==> src/design/wcbf_pkg.sv <==
// shared types and constants of the webm cluster and block framer
`timescale 1ns / 1ps

package wcbf_pkg;

    // timestamp bits in use and the timecode bytes they can need
    localparam int TIME_BITS = 48;
    localparam int TC_BYTES  = (TIME_BITS + 7) / 8;
    localparam int TC_W      = TC_BYTES * 8;
    localparam int TCL_W     = $clog2(TC_BYTES + 1);

    // field widths
    localparam int TIME_W = 48;
    localparam int LEN_W  = 32;
    localparam int CFG_W  = 15;
    localparam int SZ_W   = 40;
    localparam int SDATA_W = 96;

    // input kind carried on tuser
    localparam logic OP_FRAME = 1'b0;
    localparam logic OP_BYTE  = 1'b1;

    // register indexes
    localparam logic CFG_SPAN = 1'b0;
    localparam logic CFG_ROLL = 1'b1;

    localparam logic [CFG_W-1:0] SPAN_RESET = 15'd5000;
    localparam logic [CFG_W-1:0] ROLL_RESET = 15'd500;

    // element ids and fixed bytes
    localparam logic [31:0] CLUSTER_ID  = 32'h1F43B675;
    localparam logic [7:0]  SBLOCK_ID   = 8'hA3;
    localparam logic [7:0]  TIMECODE_ID = 8'hE7;
    localparam logic [7:0]  USZ_LEAD    = 8'h01;
    localparam logic [7:0]  USZ_FILL    = 8'hFF;
    localparam logic [7:0]  TC_LEN_MARK = 8'h80;
    localparam logic [7:0]  TRACK_VIDEO = 8'h81;
    localparam logic [7:0]  TRACK_AUDIO = 8'h82;
    localparam logic [7:0]  KEY_FLAG    = 8'h80;
    localparam logic [7:0]  NO_FLAG     = 8'h00;
    localparam logic [7:0]  VINT_MARK   = 8'h80;

    // vint size limits, one byte more above each
    localparam logic [32:0] VINT1_LIM = 33'h7F;
    localparam logic [32:0] VINT2_LIM = 33'h3FFF;
    localparam logic [32:0] VINT3_LIM = 33'h1FFFFF;
    localparam logic [32:0] VINT4_LIM = 33'h0FFFFFFF;
    localparam logic [32:0] BLOCK_EXTRA = 33'd4;

    // relative time saturation
    localparam logic [15:0] REL_MAX = 16'h7FFF;
    localparam logic [15:0] REL_MIN = 16'h8000;

    // command queue
    localparam int QDEPTH = 4;
    localparam int QPTR_W = $clog2(QDEPTH);
    localparam int QCNT_W = $clog2(QDEPTH + 1);

    // one classified item between front and back
    typedef struct packed {
        logic              is_pay;
        logic [7:0]        pay_byte;
        logic              open;
        logic [TC_W-1:0]   tc;
        logic [TCL_W-1:0]  tc_len;
        logic [SZ_W-1:0]   sz;
        logic [2:0]        sz_len;
        logic              audio;
        logic              key;
        logic [15:0]       rel;
    } cmd_t;

    // queue status seen by the top level
    typedef struct packed {
        logic              full;
        logic              head_valid;
        logic [QCNT_W-1:0] count;
    } qstat_t;

endpackage

==> src/design/wcbf_front.sv <==
// front end: accepts items, decides cluster opening, builds header commands
`timescale 1ns / 1ps

module wcbf_front (
    input  logic                        clk,
    input  logic                        rst_n,
    input  logic                        s_tvalid,
    output logic                        s_tready,
    input  logic [wcbf_pkg::SDATA_W-1:0] s_tdata,
    input  logic                        s_tuser,
    input  logic                        cfg_we,
    input  logic                        cfg_index,
    input  logic [wcbf_pkg::CFG_W-1:0]   cfg_data,
    input  logic                        q_full,
    output logic                        push,
    output wcbf_pkg::cmd_t              cmd
);
    import wcbf_pkg::*;

    logic [CFG_W-1:0]     span_reg;
    logic [CFG_W-1:0]     roll_reg;
    logic                 open_reg;
    logic [TIME_BITS-1:0] start_reg;

    logic                 audio;
    logic                 key;
    logic [TIME_BITS-1:0] t;
    logic [LEN_W-1:0]     len;
    logic [7:0]           pbyte;
    logic                 accept;
    logic                 drop;
    logic [TIME_BITS:0]   diff;
    logic                 nonneg;
    logic                 ge_roll;
    logic                 ge_span;
    logic                 roll;
    logic [15:0]          rel;
    logic [TCL_W-1:0]     nb;
    logic [32:0]          sz;
    logic [2:0]           vk;

    // field unpacking
    assign audio = s_tdata[0];
    assign key   = s_tdata[1] & ~s_tdata[0];
    assign t     = s_tdata[2 +: TIME_BITS];
    assign len   = s_tdata[50 +: LEN_W];
    assign pbyte = s_tdata[82 +: 8];

    assign s_tready = ~q_full;
    assign accept   = s_tvalid & s_tready;
    assign drop     = (s_tuser == OP_FRAME) && (len == '0);
    assign push     = accept & ~drop;

    // elapsed time against the open cluster
    assign diff    = {1'b0, t} - {1'b0, start_reg};
    assign nonneg  = ~diff[TIME_BITS];
    assign ge_roll = nonneg && ((|diff[TIME_BITS-1:CFG_W]) || (diff[CFG_W-1:0] >= roll_reg));
    assign ge_span = nonneg && ((|diff[TIME_BITS-1:CFG_W]) || (diff[CFG_W-1:0] >= span_reg));
    assign roll    = ~open_reg || (~audio && ((key && ge_roll) || ge_span));

    // relative time, saturated to 16 bits signed
    always_comb
    begin
        if (roll)
            rel = '0;
        else if (nonneg)
            rel = (|diff[TIME_BITS-1:15]) ? REL_MAX : {1'b0, diff[14:0]};
        else
            rel = (&diff[TIME_BITS:15]) ? diff[15:0] : REL_MIN;
    end

    // fewest timecode bytes
    always_comb
    begin
        nb = TCL_W'(1);
        for (int i = 1; i < TC_BYTES; i++)
        begin
            if (TC_W'(t) >> (8 * i) != '0)
                nb = TCL_W'(i + 1);
        end
    end

    // block size vint length
    assign sz = {1'b0, len} + BLOCK_EXTRA;
    always_comb
    begin
        if (sz < VINT1_LIM)
            vk = 3'd1;
        else if (sz < VINT2_LIM)
            vk = 3'd2;
        else if (sz < VINT3_LIM)
            vk = 3'd3;
        else if (sz < VINT4_LIM)
            vk = 3'd4;
        else
            vk = 3'd5;
    end

    // command toward the back end
    always_comb
    begin
        cmd.is_pay   = (s_tuser == OP_BYTE);
        cmd.pay_byte = pbyte;
        cmd.open     = roll;
        cmd.tc       = TC_W'(t);
        cmd.tc_len   = nb;
        cmd.sz       = SZ_W'(sz);
        cmd.sz_len   = vk;
        cmd.audio    = audio;
        cmd.key      = key;
        cmd.rel      = rel;
    end

    // cluster state
    always_ff @(posedge clk or negedge rst_n)
    begin
        if (!rst_n)
        begin
            open_reg  <= 1'b0;
            start_reg <= '0;
        end
        else if (push && (s_tuser == OP_FRAME) && roll)
        begin
            open_reg  <= 1'b1;
            start_reg <= t;
        end
    end

    // configuration registers
    always_ff @(posedge clk or negedge rst_n)
    begin
        if (!rst_n)
        begin
            span_reg <= SPAN_RESET;
            roll_reg <= ROLL_RESET;
        end
        else if (cfg_we)
        begin
            if (cfg_index == CFG_SPAN)
                span_reg <= cfg_data;
            else
                roll_reg <= cfg_data;
        end
    end

endmodule

==> src/design/wcbf_queue.sv <==
// short command queue between front and back ends
`timescale 1ns / 1ps

module wcbf_queue (
    input  logic             clk,
    input  logic             rst_n,
    input  logic             push,
    input  wcbf_pkg::cmd_t   push_cmd,
    input  logic             pop,
    output wcbf_pkg::cmd_t   head,
    output wcbf_pkg::qstat_t stat
);
    import wcbf_pkg::*;

    cmd_t              mem_reg [QDEPTH];
    logic [QPTR_W-1:0] wr_reg;
    logic [QPTR_W-1:0] rd_reg;
    logic [QCNT_W-1:0] count_reg;

    assign head            = mem_reg[rd_reg];
    assign stat.full       = (count_reg == QCNT_W'(QDEPTH));
    assign stat.head_valid = (count_reg != '0);
    assign stat.count      = count_reg;

    // entry storage
    always_ff @(posedge clk)
    begin
        if (push)
            mem_reg[wr_reg] <= push_cmd;
    end

    // pointers and fill count
    always_ff @(posedge clk or negedge rst_n)
    begin
        if (!rst_n)
        begin
            wr_reg    <= '0;
            rd_reg    <= '0;
            count_reg <= '0;
        end
        else
        begin
            if (push)
                wr_reg <= wr_reg + QPTR_W'(1);
            if (pop)
                rd_reg <= rd_reg + QPTR_W'(1);
            if (push && !pop)
                count_reg <= count_reg + QCNT_W'(1);
            else if (pop && !push)
                count_reg <= count_reg - QCNT_W'(1);
        end
    end

endmodule

==> src/design/wcbf_back.sv <==
// back end: serializes queued commands into output bytes
`timescale 1ns / 1ps

module wcbf_back (
    input  logic           clk,
    input  logic           rst_n,
    input  wcbf_pkg::cmd_t head,
    input  logic           head_valid,
    output logic           pop,
    output logic           m_tvalid,
    input  logic           m_tready,
    output logic [7:0]     m_tdata,
    output logic           m_tlast
);
    import wcbf_pkg::*;

    typedef enum logic [12:0] {
        ST_START = 13'b0000000000001,
        ST_PAY   = 13'b0000000000010,
        ST_CID   = 13'b0000000000100,
        ST_USZ   = 13'b0000000001000,
        ST_TCID  = 13'b0000000010000,
        ST_TCLEN = 13'b0000000100000,
        ST_TC    = 13'b0000001000000,
        ST_SBID  = 13'b0000010000000,
        ST_VINT  = 13'b0000100000000,
        ST_TRACK = 13'b0001000000000,
        ST_RELHI = 13'b0010000000000,
        ST_RELLO = 13'b0100000000000,
        ST_FLAGS = 13'b1000000000000
    } bstate_t;

    bstate_t    state_reg;
    bstate_t    state_next;
    bstate_t    cur;
    logic [2:0] cnt_reg;
    logic [2:0] cnt_next;
    logic       mvalid_reg;
    logic [7:0] mdata_reg;
    logic       mlast_reg;

    logic [7:0] obyte;
    logic       olast;
    logic       go;
    logic [3:0] tc_pos;
    logic [3:0] tc_end;
    logic [2:0] sz_pos;
    logic [7:0] tc_byte;
    logic [7:0] sz_byte;

    assign go  = head_valid & (~mvalid_reg | m_tready);
    assign pop = go & olast;

    // first byte of a command comes from the queue head
    always_comb
    begin
        cur = state_reg;
        if (state_reg == ST_START)
            cur = head.is_pay ? ST_PAY : (head.open ? ST_CID : ST_SBID);
    end

    // byte selection for timecode and block size
    assign tc_end = 4'(head.tc_len) - 4'd1;
    assign tc_pos = tc_end - {1'b0, cnt_reg};
    assign sz_pos = head.sz_len - 3'd1 - cnt_reg;
    always_comb
    begin
        tc_byte = '0;
        for (int i = 0; i < TC_BYTES; i++)
        begin
            if (tc_pos == 4'(i))
                tc_byte = head.tc[8 * i +: 8];
        end
        sz_byte = '0;
        for (int i = 0; i < SZ_W / 8; i++)
        begin
            if (sz_pos == 3'(i))
                sz_byte = head.sz[8 * i +: 8];
        end
    end

    // byte sequencer
    always_comb
    begin
        obyte      = '0;
        olast      = 1'b0;
        state_next = cur;
        cnt_next   = cnt_reg + 3'd1;
        unique case (cur)
            ST_PAY:
            begin
                obyte      = head.pay_byte;
                olast      = 1'b1;
                state_next = ST_START;
                cnt_next   = '0;
            end
            ST_CID:
            begin
                obyte = 8'(CLUSTER_ID >> {~cnt_reg[1:0], 3'b000});
                if (cnt_reg == 3'd3)
                begin
                    state_next = ST_USZ;
                    cnt_next   = '0;
                end
            end
            ST_USZ:
            begin
                obyte = (cnt_reg == 3'd0) ? USZ_LEAD : USZ_FILL;
                if (cnt_reg == 3'd7)
                begin
                    state_next = ST_TCID;
                    cnt_next   = '0;
                end
            end
            ST_TCID:
            begin
                obyte      = TIMECODE_ID;
                state_next = ST_TCLEN;
                cnt_next   = '0;
            end
            ST_TCLEN:
            begin
                obyte      = TC_LEN_MARK | 8'(head.tc_len);
                state_next = ST_TC;
                cnt_next   = '0;
            end
            ST_TC:
            begin
                obyte = tc_byte;
                if ({1'b0, cnt_reg} == tc_end)
                begin
                    state_next = ST_SBID;
                    cnt_next   = '0;
                end
            end
            ST_SBID:
            begin
                obyte      = SBLOCK_ID;
                state_next = ST_VINT;
                cnt_next   = '0;
            end
            ST_VINT:
            begin
                obyte = sz_byte;
                if (cnt_reg == 3'd0)
                    obyte = sz_byte | (VINT_MARK >> (head.sz_len - 3'd1));
                if (cnt_reg == head.sz_len - 3'd1)
                begin
                    state_next = ST_TRACK;
                    cnt_next   = '0;
                end
            end
            ST_TRACK:
            begin
                obyte      = head.audio ? TRACK_AUDIO : TRACK_VIDEO;
                state_next = ST_RELHI;
                cnt_next   = '0;
            end
            ST_RELHI:
            begin
                obyte      = head.rel[15:8];
                state_next = ST_RELLO;
                cnt_next   = '0;
            end
            ST_RELLO:
            begin
                obyte      = head.rel[7:0];
                state_next = ST_FLAGS;
                cnt_next   = '0;
            end
            ST_FLAGS:
            begin
                obyte      = head.key ? KEY_FLAG : NO_FLAG;
                olast      = 1'b1;
                state_next = ST_START;
                cnt_next   = '0;
            end
            default:
            begin
                state_next = ST_START;
                cnt_next   = '0;
            end
        endcase
    end

    // sequencer position
    always_ff @(posedge clk or negedge rst_n)
    begin
        if (!rst_n)
        begin
            state_reg <= ST_START;
            cnt_reg   <= '0;
        end
        else if (go)
        begin
            state_reg <= state_next;
            cnt_reg   <= cnt_next;
        end
    end

    // output register
    always_ff @(posedge clk or negedge rst_n)
    begin
        if (!rst_n)
            mvalid_reg <= 1'b0;
        else if (go)
            mvalid_reg <= 1'b1;
        else if (m_tready)
            mvalid_reg <= 1'b0;
    end

    always_ff @(posedge clk)
    begin
        if (go)
        begin
            mdata_reg <= obyte;
            mlast_reg <= olast;
        end
    end

    assign m_tvalid = mvalid_reg;
    assign m_tdata  = mdata_reg;
    assign m_tlast  = mlast_reg;

endmodule

==> src/design/webm_cluster_block_framer.sv <==
// top level of the webm cluster and simpleblock framer
//
//  port group    dir  payload
//  s_t*          in   tuser: op; tdata: is_audio, key_frame, time_ms, frame_length,
//                     payload_byte, zero pad
//  m_t*          out  tdata: out_byte; tlast: last_of_run
//  cfg_*         in   index 0 cluster_span_ms, index 1 key_roll_ms
//
// an input transfer is taken whenever the four-entry command queue has room
// a payload byte goes from the queue head through the output byte register;
// a frame header is 6 to 10 output bytes, plus 15 to 20 when a cluster opens
// the output byte register sets the sustained rate: one output transfer per cycle
// while m_tready is high and the queue holds a command; reset clears the cluster state,
// the queue and the output register; config returns to span 5000 ms and key roll 500 ms
`timescale 1ns / 1ps

module webm_cluster_block_framer (
    input  logic                         clk,
    input  logic                         rst_n,
    input  logic                         s_tvalid,
    output logic                         s_tready,
    // is_audio, key_frame, time_ms[47:0], frame_length[31:0], payload_byte[7:0], pad
    input  logic [wcbf_pkg::SDATA_W-1:0] s_tdata,
    // op
    input  logic                         s_tuser,
    output logic                         m_tvalid,
    input  logic                         m_tready,
    // out_byte
    output logic [7:0]                   m_tdata,
    output logic                         m_tlast,
    input  logic                         cfg_we,
    input  logic                         cfg_index,
    input  logic [wcbf_pkg::CFG_W-1:0]   cfg_data
);
    import wcbf_pkg::*;

    logic   push;
    logic   pop;
    cmd_t   push_cmd;
    cmd_t   head;
    qstat_t qstat;

    // classify and build commands
    wcbf_front u_front (
        .clk       (clk),
        .rst_n     (rst_n),
        .s_tvalid  (s_tvalid),
        .s_tready  (s_tready),
        .s_tdata   (s_tdata),
        .s_tuser   (s_tuser),
        .cfg_we    (cfg_we),
        .cfg_index (cfg_index),
        .cfg_data  (cfg_data),
        .q_full    (qstat.full),
        .push      (push),
        .cmd       (push_cmd)
    );

    // decoupling queue
    wcbf_queue u_queue (
        .clk      (clk),
        .rst_n    (rst_n),
        .push     (push),
        .push_cmd (push_cmd),
        .pop      (pop),
        .head     (head),
        .stat     (qstat)
    );

    // byte serializer
    wcbf_back u_back (
        .clk        (clk),
        .rst_n      (rst_n),
        .head       (head),
        .head_valid (qstat.head_valid),
        .pop        (pop),
        .m_tvalid   (m_tvalid),
        .m_tready   (m_tready),
        .m_tdata    (m_tdata),
        .m_tlast    (m_tlast)
    );

    // queue is never written while full
    a_no_overflow: assert property (@(posedge clk) disable iff (!rst_n)
        push |-> !qstat.full)
        else $error("command queue written while full");

    // back end only retires a command that is present
    a_pop_valid: assert property (@(posedge clk) disable iff (!rst_n)
        pop |-> qstat.head_valid)
        else $error("command popped from empty queue");

    // fill count stays within depth
    a_count_range: assert property (@(posedge clk) disable iff (!rst_n)
        qstat.count <= QCNT_W'(QDEPTH))
        else $error("queue count out of range");

    // each retired command ends with a last byte on the output register
    a_pop_last: assert property (@(posedge clk) disable iff (!rst_n)
        pop |=> (m_tvalid && m_tlast))
        else $error("retired command did not end in a last byte");

endmodule
==> config.mk <==
export PLATFORM = sky130hd
export DESIGN_NAME = webm_cluster_block_framer
export DESIGN_NICKNAME = d
export VERILOG_FILES = /design/src/design/wcbf_pkg.sv /design/src/design/wcbf_front.sv /design/src/design/wcbf_queue.sv /design/src/design/wcbf_back.sv /design/src/design/webm_cluster_block_framer.sv
export SDC_FILE = /design/constraint.sdc
export NUM_CORES = 1
export LEC_CHECK = 0
export BUFFER_PORTS_ARGS = -buffer_cell sky130_fd_sc_hd__buf_2
export CAP_MARGIN = 20
export CORE_MARGIN = 4
export CORE_UTILIZATION = 35
export CTS_CLUSTER_SIZE = 30
export DETAILED_ROUTE_END_ITERATION = 8
export HOLD_SLACK_MARGIN = 0.06
export PLACE_DENSITY = 0.51
export SETUP_SLACK_MARGIN = 0.4
export SYNTH_ARGS = -nofsm -noshare
export SYNTH_HDL_FRONTEND = slang
export SYNTH_SLANG_ARGS = --single-unit
==> constraint.sdc <==
create_clock -name clk -period 7.8 [get_ports clk]
set_input_delay 0 -clock clk [delete_from_list [all_inputs] [get_ports clk]]
set_output_delay 0 -clock clk [all_outputs]
set_load 0.005 [all_outputs]
==> flow_summary.toml <==
[detailed_routing]
drc = 0
antenna_left = 0
drtIter0Drc = 1196
firstDrtPassIters = 5
wirelength_um = 75800
wl_per_cell_um = 22.5
vias_per_cell = 5.30
vias = 17845

[flow_run]
cap_violations = 0

[worst_setup_path]
cpMostUsedCell = "a21oi_1"
max_stage_delay_ps = 620
startpoint_type = "register"
crit_path_end_kind = "register"
critPathKind = "register to register"
worstPathArrival_ps = 5630
cp_num_buf_inv = 2
worst_path_max_delay_cell = "nor3_1"
worstPathCellList = "inv_1 > ha_1 > a21o_1 > a21oi_2 > nand2_1 > a21o_1 > a21oi_1 > o21bai_1 > a21oi_1 > xor2_1 > inv_1 > ha_1 > nand4_1 > a21oi_1 > a211oi_1 > o21ai_0 > a211o_1 > o21a_1 > nor3_1"
critPathMaxFanout = 19
required_ps = 8100
critical-path-top-delay-family = "compound AO/OA/AOI/OAI gates"

[grt]
grt_pass1_wl_um = 115000
overflow = 0
met2_usage_pct = 29.3
grt_pass1_vias = 18474
top_usage_layer = "met2"
grt_antenna_before_repair = 4
met3_usage_pct = 2.97
grt_max_degree = 67
grt_util_met1_pct = 24.1
track_usage_pct = 17.8

[clock_network]
cts.clk_slew.worst_paths_ps = 60
cts_num_sinks = 572
cts_buffer_depth = 3
htreeDepth = 3
cts_tree = "done"
clock_latency_ps = 610
postCtsSetupBuffers = 0
clk_root_buffer_cell = "clkbuf_16"
cts.repair.resized = 0
cts_buffers = 67

[sta]
setup_violations = 0
fin_crit_sh_pct = 68.3
fmaxAchievable_mhz = 188
slew_viol_final = 0
tightest_slew_ps = 1070
slew_headroom_pct = 28.9
fin_tns_setup_ps = 0
grt_setup_unrepaired = "no"
worst_clock_skew_ps = 22.2
period_needed_ps = 5330
timing.final.hold_violations = 0

[floorplanning]
fp.dieH_um = 291
rows = 103
fp.coreArea_um2 = 79000
die_x_um = 291
dieArea_um2 = 84400
ios = 129
initial_utilization_pct = 35.4

[cells_and_area]
area_growth_pct = 19.5
design_area_um2 = 33400
fin_nets = 2483
drive_above_1_share_pct = 20.5
largest_register_ffs = 460

[pwr]
p_leak_uw = 0.0122
switching_share_pct = 37.9
p_switching_uw = 5170
power_density_nw_per_um2 = 408
power_frac_clock_pct = 23.3
power_frac_comb_pct = 43.8
max-vdd-ir-drop_uv = 195
p_seq_share_pct = 32.9
p_int_uw = 8460

[synthesis]
ys_seq_area_share_pct = 59.7
synth_fa_ha_area_share_pct = 4.99
synth-async-reset-ratio_pct = 18.0
ys_warn_count = 0
synth_edf_count = 469
syn-cell-area_um2 = 27900
synth-compound-area-share_pct = 7.99
syn-mean-instance-area_um2 = 14.2
synth-xor-area-share_pct = 2.19
synth.distinct_cells = 81
synthCells = 1973
ys_ff_latch = 572
synth-simple-area-share_pct = 8.72
synth_ff_type = "edfxtp_1"
synthMuxAreaShare_pct = 13.7
synth_top_family_by_area = "multiplexers"
syn_nets = 2200

[placed_design]
portBuffers = 122
place_area_um2 = 29700
dp_hpwl_um = 52900
gp_congestion = 0.903

[status]
status = "finished, final reports clean"

[hold_path]
hp-class = "input pin to async pin"
## stage by stage
stage | std cells | setup WS (ps) | power, uW | hold slack [ps] | utilization [%]
floorplan | 1973 | 2800 | 8550 | -296 | -
global placement | 3094 | 2690 | 10400 | 127 | 37.6
detailed placement | 3094 | 2580 | 10500 | 141 | 37.6
CTS | 3359 | 2540 | 13800 | 86.2 | 42.2
global route | 3360 | 2060 | 14500 | 139 | 42.2
finish | 3364 | 2470 | 13600 | 60.4 | 42.3
## worst paths after layout
check / slack, ps / start / endpoint / cells past startpoint
max reg2reg: 2470 / u_front.start_reg[4] / u_queue.mem_reg[3][13] / 19
max in group asynchronous: 6410 / rst_n / u_queue.rd_reg[1] / 3
min: 60 / rst_n / u_front.span_reg[14] / 2
min in group clk: 180 / s_tdata[83] / u_queue.mem_reg[0][107] / 2
min reg2reg: 470 / u_front.open_reg / u_front.open_reg / 1
max: 2470 / u_front.start_reg[4] / u_queue.mem_reg[3][13] / 19
## cell usage after synthesis (all sizes together), types with 30 or more instances
library cell,number,area share [%]
inv,121,1.6
mux4,127,10
nor3,51,0.91
nor4,32,0.74
nand4,33,0.76
nand2,141,1.9
o21ai,87,1.6
xnor2,37,1.2
ha,105,4.7
mux2,66,2.9
a21o,30,0.81
edfxtp,469,50
clkbuf,34,0.46
dfrtp,91,8.2
buf,34,0.64
nand3,41,0.73
a21oi,97,1.8
xor2,33,1.0
nor2,84,1.1
## cells in the final DEF, fill, tap and decap left out, types with 31 or more instances in the layout
cell type and n:
nand2_1 141, mux4_2 127, edfxtp_1 469, dlygate4sd3_1 142, o21ai_0 79, xor2_1 33, buf_2 122, a21oi_1 92
nand3_1 41, clkbuf_16 69, mux2_2 47, xnor2_1 37, nand4_1 32, ha_1 105, nor2_1 84, inv_1 119
nor3_1 51, nor4_1 31, dfrtp_1 89
## routing by layer
layer | vias to the layer above | wire (um)
li1 | 8252 | -
met1 | 9079 | 33800
met2 | 399 | 36300
met3 | 113 | 3520
met4 | 2 | 2230
met5 | - | 11
## power by group through the flow
stage	sequential, uW	clock, uW	combinational, uW
final	4490	3170	5970
after global routing	4570	3390	6540
after detailed placement	4560	0	5940
after global placement	4530	0	5920
after floorplan	4430	0	4120
after CTS	4500	3260	6020
## cell type report
| cell class | count | area, um2 |
|---|---|---|
| antenna | 4 | 10.0 |
| multi-input combinational | 1212 | 10500 |
| timing repair buffer | 282 | 2170 |
| clock buffer | 86 | 1830 |
| sequential | 572 | 16700 |
| clock inverter | 37 | 413 |
| fill | 7185 | 45600 |
| inverter | 121 | 454 |
| tap | 1050 | 1310 |
## kinds of logic (layout without fill, tap and decap cells)
kind of cell,count (synthesis),count (layout)
DFF,572,572
and+or+nand+nor,482,482
AOI/OAI and AO/OA,343,343
muxes,208,208
buffers and inverters,189,526
adders and majority gates,109,109
xor gates and xnor gates,70,70
other,0,4
## repair_timing
action                                  4_1_cts  5_1_grt
hold endpoints to repair                    508        0
hold buffers                                142        0
endpoints found under the setup margin        0        0
Power figures use the tool's default switching activity.
